[src/mpt_pkg.sv]
// Shared types and constants for the PS/2 mouse packet tracker.
// No dependencies.
package mpt_pkg;

  localparam int COORD_BITS_DEFAULT = 12;
  localparam int BOUND_BITS = 13;
  localparam int CFG_ADDR_BITS = 2;

  localparam logic [BOUND_BITS-1:0] BOUND_WIDTH_RESET = 13'd640;
  localparam logic [BOUND_BITS-1:0] BOUND_HEIGHT_RESET = 13'd480;
  localparam int CURSOR_RESET = 100;

  localparam logic [7:0] HDR_SYNC = 8'h08;
  localparam logic [7:0] HDR_X_OVF = 8'h40;
  localparam logic [7:0] HDR_Y_OVF = 8'h80;
  localparam logic [7:0] HDR_LEFT = 8'h01;
  localparam logic [7:0] HDR_RIGHT = 8'h02;
  localparam logic [7:0] HDR_MIDDLE = 8'h04;
  localparam logic signed [7:0] DELTA_POS_MAX = 8'sd127;
  localparam logic signed [7:0] DELTA_NEG_MAX = -8'sd127;

  typedef enum logic [CFG_ADDR_BITS-1:0] {
    REG_BOUND_WIDTH = 2'd0,
    REG_BOUND_HEIGHT = 2'd1,
    REG_WHEEL_MODE = 2'd2
  } cfg_reg_t;

  typedef enum logic [1:0] {
    PH_HEADER = 2'd0,
    PH_X = 2'd1,
    PH_Y = 2'd2,
    PH_WHEEL = 2'd3
  } phase_t;

  typedef struct packed {
    logic       done;
    logic [7:0] header;
    logic [7:0] x_byte;
    logic [7:0] y_byte;
    logic [3:0] wheel;
  } packet_t;

endpackage

[src/mpt_framer.sv]
// Byte framer: tracks the byte phase and collects header and delta bytes.
// Depends on mpt_pkg.
module mpt_framer
  import mpt_pkg::*;
(
  input  logic       clk,
  input  logic       rst,
  input  logic       step,
  input  logic [7:0] data_byte,
  input  logic       wheel_mode,
  output packet_t    pkt
);

  phase_t     phase, phase_next;
  logic [7:0] header, x_byte, y_byte;

  always_ff @(posedge clk) begin
    if (rst) begin
      phase <= PH_HEADER;
      header <= '0;
      x_byte <= '0;
      y_byte <= '0;
    end else if (step) begin
      phase <= phase_next;
      case (phase)
        PH_HEADER: begin
          if ((data_byte & HDR_SYNC) != 8'h00) header <= data_byte;
        end
        PH_X: x_byte <= data_byte;
        PH_Y: y_byte <= data_byte;
        default: ;
      endcase
    end
  end

  always_comb begin
    phase_next = phase;
    pkt.done = 1'b0;
    pkt.header = header;
    pkt.x_byte = x_byte;
    pkt.y_byte = y_byte;
    pkt.wheel = 4'h0;
    case (phase)
      PH_HEADER: begin
        if ((data_byte & HDR_SYNC) != 8'h00) phase_next = PH_X;
      end
      PH_X: phase_next = PH_Y;
      PH_Y: begin
        pkt.y_byte = data_byte;
        if (wheel_mode) begin
          phase_next = PH_WHEEL;
        end else begin
          phase_next = PH_HEADER;
          pkt.done = 1'b1;
        end
      end
      default: begin
        phase_next = PH_HEADER;
        pkt.done = 1'b1;
        pkt.wheel = wheel_mode ? data_byte[3:0] : 4'h0;
      end
    endcase
  end

endmodule

[src/mpt_cursor.sv]
// Cursor update and result register: applies deltas, clamps, packs the beat.
// Depends on mpt_pkg.
module mpt_cursor
  import mpt_pkg::*;
#(
  parameter int COORD_BITS = COORD_BITS_DEFAULT,
  parameter int BW = 14,
  parameter int TDATA_W = 48
) (
  input  logic               clk,
  input  logic               rst,
  input  logic               step,
  input  packet_t            pkt,
  input  logic [BW-1:0]      bound_x,
  input  logic [BW-1:0]      bound_y,
  input  logic               m_tready,
  output logic               m_tvalid,
  output logic [TDATA_W-1:0] m_tdata
);

  localparam int VW = COORD_BITS + 2;
  localparam int FIELD_W = 2 * COORD_BITS + 23;

  logic [COORD_BITS-1:0] cursor_x, cursor_y, pos_x_next, pos_y_next;
  logic signed [7:0]     dx, dy;
  logic signed [8:0]     dy_neg;
  logic signed [VW-1:0]  vx, vy;

  function automatic logic [COORD_BITS-1:0] clamp(input logic signed [VW-1:0] v,
                                                  input logic [BW-1:0] b);
    logic [BW-1:0] bm1;
    logic [BW-1:0] vu;
    bm1 = b - BW'(1);
    vu = {{(BW-VW+1){1'b0}}, v[VW-2:0]};
    if (v[VW-1]) clamp = '0;
    else if (vu >= b) clamp = bm1[COORD_BITS-1:0];
    else clamp = v[COORD_BITS-1:0];
  endfunction

  always_comb begin
    dx = $signed(pkt.x_byte);
    if ((pkt.header & HDR_X_OVF) != 8'h00) dx = pkt.x_byte[7] ? DELTA_NEG_MAX : DELTA_POS_MAX;
    dy = $signed(pkt.y_byte);
    if ((pkt.header & HDR_Y_OVF) != 8'h00) dy = pkt.y_byte[7] ? DELTA_NEG_MAX : DELTA_POS_MAX;
    dy_neg = -{dy[7], dy};
    vx = $signed({2'b00, cursor_x}) + VW'(dx);
    vy = $signed({2'b00, cursor_y}) + VW'(dy_neg);
    pos_x_next = clamp(vx, bound_x);
    pos_y_next = clamp(vy, bound_y);
  end

  always_ff @(posedge clk) begin
    if (rst) begin
      cursor_x <= COORD_BITS'(CURSOR_RESET);
      cursor_y <= COORD_BITS'(CURSOR_RESET);
      m_tvalid <= 1'b0;
    end else if (step && pkt.done) begin
      cursor_x <= pos_x_next;
      cursor_y <= pos_y_next;
      m_tvalid <= 1'b1;
    end else if (m_tready) begin
      m_tvalid <= 1'b0;
    end
  end

  always_ff @(posedge clk) begin
    if (step && pkt.done) begin
      m_tdata <= TDATA_W'({pkt.wheel, pkt.y_byte, pkt.x_byte,
                           (pkt.header & HDR_MIDDLE) != 8'h00,
                           (pkt.header & HDR_RIGHT) != 8'h00,
                           (pkt.header & HDR_LEFT) != 8'h00,
                           pos_y_next, pos_x_next} & {FIELD_W{1'b1}});
    end
  end

endmodule

[src/ps2_mouse_packet_tracker_top.sv]
// Top level of the PS/2 mouse packet tracker: input register, config, framer, cursor.
// Depends on mpt_pkg, mpt_framer, mpt_cursor.
//
// channel  dir  width            fields
// s_*      in   8                data_byte
// m_*      out  TDATA_W          pos_x, pos_y, buttons, raw_dx, raw_dy, wheel_delta
// cfg_*    in   2 / 13           bound_width, bound_height, wheel_mode
//
// One byte per cycle while the result register can take it. A byte is held in the input
// register, then frame logic and the cursor clamp write the result register.
// rst is synchronous and resets phase, cursor (100,100), bounds (640x480) and valids.
// A stalled result holds only a byte that would complete a packet.
module ps2_mouse_packet_tracker_top
  import mpt_pkg::*;
#(
  parameter int COORD_BITS = COORD_BITS_DEFAULT,
  parameter int TDATA_W = ((2 * COORD_BITS + 23 + 7) / 8) * 8
) (
  input  logic                     clk,
  input  logic                     rst,
  input  logic                     s_tvalid,
  output logic                     s_tready,
  input  logic [7:0]               s_tdata,   // data_byte[7:0]
  output logic                     m_tvalid,
  input  logic                     m_tready,
  output logic [TDATA_W-1:0]       m_tdata,   // pos_x, pos_y, button_left, button_right,
                                              // button_middle, raw_dx[8], raw_dy[8],
                                              // wheel_delta[4], zero fill
  input  logic                     cfg_we,
  input  logic [CFG_ADDR_BITS-1:0] cfg_addr,
  input  logic [BOUND_BITS-1:0]    cfg_data
);

  localparam int BW = (COORD_BITS + 2 > 14) ? COORD_BITS + 2 : 14;
  localparam logic [BW-1:0] LIMIT = BW'(1) << COORD_BITS;

  logic [BOUND_BITS-1:0] bound_width, bound_height;
  logic                  wheel_mode;
  logic                  in_valid;
  logic [7:0]            in_byte;
  logic                  step;
  packet_t               pkt;
  logic [BW-1:0]         bw_ext, bh_ext, bound_x, bound_y;

  always_ff @(posedge clk) begin
    if (rst) begin
      bound_width <= BOUND_WIDTH_RESET;
      bound_height <= BOUND_HEIGHT_RESET;
      wheel_mode <= 1'b0;
    end else if (cfg_we) begin
      case (cfg_addr)
        REG_BOUND_WIDTH: if (cfg_data != '0) bound_width <= cfg_data;
        REG_BOUND_HEIGHT: if (cfg_data != '0) bound_height <= cfg_data;
        REG_WHEEL_MODE: wheel_mode <= cfg_data[0];
        default: ;
      endcase
    end
  end

  always_comb begin
    bw_ext = {{(BW-BOUND_BITS){1'b0}}, bound_width};
    bh_ext = {{(BW-BOUND_BITS){1'b0}}, bound_height};
    bound_x = (bw_ext > LIMIT) ? LIMIT : bw_ext;
    bound_y = (bh_ext > LIMIT) ? LIMIT : bh_ext;
  end

  assign step = in_valid && (!pkt.done || !m_tvalid || m_tready);
  assign s_tready = !in_valid || step;

  always_ff @(posedge clk) begin
    if (rst) begin
      in_valid <= 1'b0;
    end else if (s_tready) begin
      in_valid <= s_tvalid;
    end
  end

  always_ff @(posedge clk) begin
    if (s_tready && s_tvalid) in_byte <= s_tdata;
  end

  mpt_framer u_framer (
    .clk(clk),
    .rst(rst),
    .step(step),
    .data_byte(in_byte),
    .wheel_mode(wheel_mode),
    .pkt(pkt)
  );

  mpt_cursor #(
    .COORD_BITS(COORD_BITS),
    .BW(BW),
    .TDATA_W(TDATA_W)
  ) u_cursor (
    .clk(clk),
    .rst(rst),
    .step(step),
    .pkt(pkt),
    .bound_x(bound_x),
    .bound_y(bound_y),
    .m_tready(m_tready),
    .m_tvalid(m_tvalid),
    .m_tdata(m_tdata)
  );

  a_stall_only_on_full: assert property (@(posedge clk) disable iff (rst)
    !s_tready |-> (m_tvalid && !m_tready))
    else $error("input stalled while result register free");

  a_reset_clears_out: assert property (@(posedge clk)
    rst |=> !m_tvalid && !in_valid)
    else $error("valid set after reset");

  a_pos_x_in_bound: assert property (@(posedge clk) disable iff (rst)
    (step && pkt.done) |=> ({{(BW-COORD_BITS){1'b0}}, m_tdata[COORD_BITS-1:0]} < bound_x))
    else $error("pos_x outside bound");

  a_pos_y_in_bound: assert property (@(posedge clk) disable iff (rst)
    (step && pkt.done) |=>
      ({{(BW-COORD_BITS){1'b0}}, m_tdata[2*COORD_BITS-1:COORD_BITS]} < bound_y))
    else $error("pos_y outside bound");

endmodule

[config.mk]
export PLATFORM = sky130hd
export DESIGN_NAME = ps2_mouse_packet_tracker_top
export DESIGN_NICKNAME = d
export VERILOG_FILES = /design/src/mpt_pkg.sv /design/src/mpt_framer.sv /design/src/mpt_cursor.sv /design/src/ps2_mouse_packet_tracker_top.sv
export SDC_FILE = /design/constraint.sdc
export NUM_CORES = 1
export LEC_CHECK = 0
export BUFFER_PORTS_ARGS = -buffer_cell sky130_fd_sc_hd__clkbuf_2
export CORE_MARGIN = 1.5
export CORE_UTILIZATION = 50
export DETAILED_ROUTE_END_ITERATION = 16
export PLACE_DENSITY = 0.71
export SYNTH_ARGS = -nofsm -noshare
export SYNTH_HDL_FRONTEND = slang
export SYNTH_HIERARCHICAL = 1
export SYNTH_SLANG_ARGS = --single-unit
[constraint.sdc]
create_clock -name clk -period 6.8 [get_ports clk]
set_clock_uncertainty 0.15 [all_clocks]
set_input_delay 1.02 -clock clk [delete_from_list [all_inputs] [get_ports clk]]
set_output_delay 1.02 -clock clk [all_outputs]
set_load 0.05 [all_outputs]
# Yosys cells after proc, flatten, opt, wreduce, memory -nomap -nowiden
# Cells that the tools add are included.
[word_totals]
reg_bits = 134
inputBits = 28
out_inout_bits = 50
word_cells = 68
[classes]
n_addsub = 5
magnitude_cmp = 4
eq_ne = 5
muxes = 18
bitwise_logic = 1
n_reduce_logical = 21
[ops]
columns = ["operator", "n"]
rows = [
  ["12-bit two-way mux", 4],
  ["8-bit two-way mux", 5],
  ["13-bit greater-or-equal comparator", 2],
  ["13-bit > comparator, second input constant", 2],
  ["13-bit two-way mux", 2],
  ["12-bit by 1-bit subtractor with 12-bit output, second input constant", 2],
  ["13-bit by 8-bit adder with 14-bit output", 1],
  ["13-bit by 9-bit adder with 14-bit output", 1],
  ["13-bit nonzero test", 1],
  ["9-bit negation", 1],
  ["3-bit AND reduction", 3],
  ["2-bit one-hot mux with 3 select lines", 1],
  ["2-bit AND reduction", 3],
  ["2-bit by 1-bit == test with 1-bit output, second input constant", 2],
  ["2-bit == test, second input constant", 2],
  ["2-bit logical NOT", 2],
  ["2-bit two-way mux", 2],
  ["4-bit OR reduction", 1],
  ["1-bit logical AND", 3],
  ["1-bit logical NOT", 3],
  ["1-bit logical OR", 3],
  ["1-bit two-way mux", 3],
  ["2-bit inequality test, second input constant", 1],
  ["1-bit one-hot mux with 2 select lines", 1],
  ["other kinds (3)", 3],
]

# Depth between registers and ports, before layout
[depth]
ltp_word = 9
mapped_depth = 26
ltp_nobuf = 23

# Hierarchy
# The synthesis kept the hierarchy.
[modules_own_cells]
columns = ["module", "n_inst", "cells_per_inst", "area_per_inst_um2"]
rows = [
  ["mpt_cursor", 1, 545, 5012.3],
  ["ps2_mouse_packet_tracker_top", 1, 163, 1646.6],
  ["mpt_framer", 1, 115, 1266.2],
]

# Least setup slack after synthesis
# Ideal clock, no wire load.
[synth_path]
path_type = "reg2reg"
startpoint = "reg u_framer.phase[0]"
endpoint = "reg u_cursor.m_tdata[14], data pin"
setup_time_ns = 0.260
t_arrival_ns = 4.659
required_ns = 6.390
slack_ns = 1.731
stages_incl_launch_ff = 23
path_buffers = 2
period_less_slack_ns = 5.069
path_cell_list = "dfxtp_1 -> nand2b_1 -> buf_6 -> mux2_4 -> nor2_1 -> a21oi_1 -> ha_1 -> nor3b_1 -> a21oi_1 -> ha_1 -> a21oi_1 -> nor2_1 -> nor3b_1 -> o31ai_2 -> xnor2_1 -> ha_1 -> a211oi_1 -> o211ai_1 -> a21oi_1 -> a211oi_2 -> buf_2 -> mux2i_1 -> nor2_1"
[synth_rtl]
columns = ["element", "line", "source"]
rows = [
  ["from (decl)", "mpt_framer.sv:14", "phase_t phase, phase_next;"],
  ["from (signal assigned)", "mpt_framer.sv:24", "phase <= phase_next;"],
  ["to (signal assigned)", "mpt_cursor.sv:68", "m_tdata <= TDATA_W'({pkt.wheel, pkt.y_byte, pkt.x_byte,"],
  ["to (decl)", "mpt_cursor.sv:18", "output logic [TDATA_W-1:0] m_tdata"],
]

==> results.json <==
{
  "htreeDepth": 4,
  "dpl.hpwl_um": 12400,
  "detail_route.vias_per_cell": 5.31,
  "crit_required_ns": 6.82,
  "syn_avg_cell_area_um2": 9.61,
  "n_fill_cell": 1330,
  "ctsLongestPathBuffers": 2,
  "start_util_pct": 51.3,
  "netlist_instances": 814,
  "setup_tns_ns": 0,
  "drive_gt1_share_pct": 15.6,
  "report.final.hold_viol_count": 0,
  "die_h_um": 128,
  "power_density_nw_per_um2": 228,
  "end_kind": "flop",
  "final.min_clock_period_ns": 5.70,
  "vdd_drop_max_mv": 0.192,
  "cts_made_buffers": 17,
  "cts_tree": "done",
  "finalCritPeriodShare_pct": 83.9,
  "ios": 78,
  "rsz0062_at_grt": "false",
  "finalWorstSetupSlack_ns": 1.10,
  "seq_area_um2": 3170,
  "final_cell_mix": "dfxtp_1 (76), clkbuf_2 (76), nand2b_1 (69), mux2i_1 (63), nor2_1 (60)",
  "setup_viol": 0,
  "yosys_warnings": 6,
  "drc": 0,
  "first_iter_violations": 388,
  "r2r_start": "u_framer/phase[0]",
  "port_buffers": 76,
  "gp_congestion": 0.879,
  "outcome": "finished, final reports clean",
  "fmax_mhz": 175,
  "antenna_cells": 0,
  "routedWlPerCell_um": 15.1,
  "cts-root-buf": "clkbuf_16",
  "drt_wl_total_um": 16800,
  "worstMarginPinSlew_ns": 1.09,
  "grtUsageTotal_pct": 21.4,
  "critPathKind": "reg -> reg",
  "whs_path_depth": 0,
  "antenna_found_initial": 0,
  "clock_latency_ns": 0.42,
  "postCtsHoldBufs": 0,
  "grt_pass1_wl_um": 27400,
  "crit_path_start_kind": "flop",
  "rows": 45,
  "cp_top_family": "simple AND/OR/NAND/NOR gates",
  "worstPathMaxFanout": 12,
  "crit_path_top_delay_cell": "nand2b_1",
  "hp-class": "reg -> reg",
  "worstReg2RegEnd": "u_cursor/m_tdata[17]",
  "holdCritStartpoint": "u_framer/header[0]",
  "first_pass_iters": 5,
  "max-cap-violations": 0,
  "place_ws_ns": 1.20,
  "slew_violations": 0,
  "cp_cell_sequence": "nand2b_1 > mux2_4 > or2_2 > inv_1 > ha_1 > nor3b_1 > a21oi_1 > buf_4 > ha_1 > a21oi_1 > nor2_1 > nor3b_1 > o31ai_2 > xnor2_1 > ha_1 > a211oi_1 > o211ai_1 > a21oi_1 > a211oi_2 > buf_4 > mux2i_1 > nor2_1",
  "vias": 5888,
  "synth_area_um2": 7820,
  "core_um2": 15300,
  "clkSlewWorstSetupHoldPaths_ns": 0.06,
  "dieWidth_um": 128,
  "slowest_delay_ns": 0.49,
  "multiInputGateArea_um2": 4250,
  "max_slew_margin_pct": 27.6,
  "detail-route-antenna-nets": 0,
  "rrSetupSlack_ns": 1.10,
  "area_growth_pct": 13.6,
  "power.leakage_nw": 3.69,
  "cp_num_buf_inv": 3,
  "min_to": "u_cursor/m_tdata[24]",
  "overflow": 0,
  "cts_resized": 0,
  "cts.sinks": 131,
  "grt_max_degree": 50,
  "postCtsSetupBuffers": 0,
  "grt_pass1_vias": 5637,
  "cp.arrival_ns": 5.73,
  "finalNetCount": 971,
  "die_area_um2": 16400,
  "worst-r2r-cell-count": 22
}
routing by layer:
metal | global-route usage (%) | vias to the layer above | wire (um)
li1 | - | 2979 | -
met1 | 27.5 | 2749 | 7870
met2 | 35.8 | 143 | 8090
met3 | 4.84 | 17 | 637
met4 | 6.61 | 0 | 182
met5 | 0 | - | 0
sequential cells by signal (all words and copies together) (netlist names):
| signal | flops |
|---|---|
| u_cursor/m_tdata | 47 |
| bound_height | 13 |
| bound_width | 13 |
| u_cursor/cursor_x | 12 |
| u_cursor/cursor_y | 12 |
| in_byte | 8 |
| u_framer/x_byte | 8 |
| u_framer/y_byte | 8 |
| u_framer/header | 5 |
| u_framer/phase | 2 |
| in_valid | 1 |
| u_cursor/m_tvalid | 1 |
| wheel_mode | 1 |
final cells by class:
cell class | instances | area share (%)
multi-input cells | 594 | 47.8
clock buffers | 18 | 4.83
clock inverters | 14 | 1.44
well taps | 211 | 2.97
inverters | 59 | 2.49
repair buffers | 82 | 4.79
flip-flops and latches | 131 | 35.7
through the flow:
| stage | area [um^2] | power, mW | hold WS [ns] | std cells | util (%) |
|---|---|---|---|---|---|
| 2_1_floorplan | 7830 | 1.11 | 0.259 | 816 | - |
| 3_3_place_gp | 8330 | 1.18 | 0.265 | 1077 | 54.6 |
| 3_5_place_dp | 8330 | 1.18 | 0.267 | 1077 | 54.6 |
| 4_1_cts | 8890 | 2.04 | 0.282 | 1109 | 58.3 |
| 5_1_grt | 8890 | 2.12 | 0.311 | 1109 | 58.3 |
| 6_report | 8890 | 2.03 | 0.281 | 1109 | 58.3 |
how the worst max path moves through the flow:
stage,depth (start not counted),start,endpoint,slack [ns]
after floorplan,22,u_framer/phase[0],u_cursor/m_tdata[14],1.73
after global placement,22,u_framer/phase[0],u_cursor/m_tdata[12],1.37
after detailed placement,22,u_framer/phase[0],u_cursor/m_tdata[17],1.20
after CTS,22,u_framer/phase[0],u_cursor/m_tdata[17],1.17
after global routing,22,u_framer/phase[0],u_cursor/m_tdata[17],0.65
final,22,u_framer/phase[0],u_cursor/m_tdata[17],1.10
where the power goes:
| group | internal, mW | total, mW | switching (mW) |
|---|---|---|---|
| combinational | 0.127 | 0.315 | 0.189 |
| sequential | 0.839 | 0.851 | 0.0116 |
| clock | 0.505 | 0.860 | 0.355 |
Power figures use the tool's default switching activity.
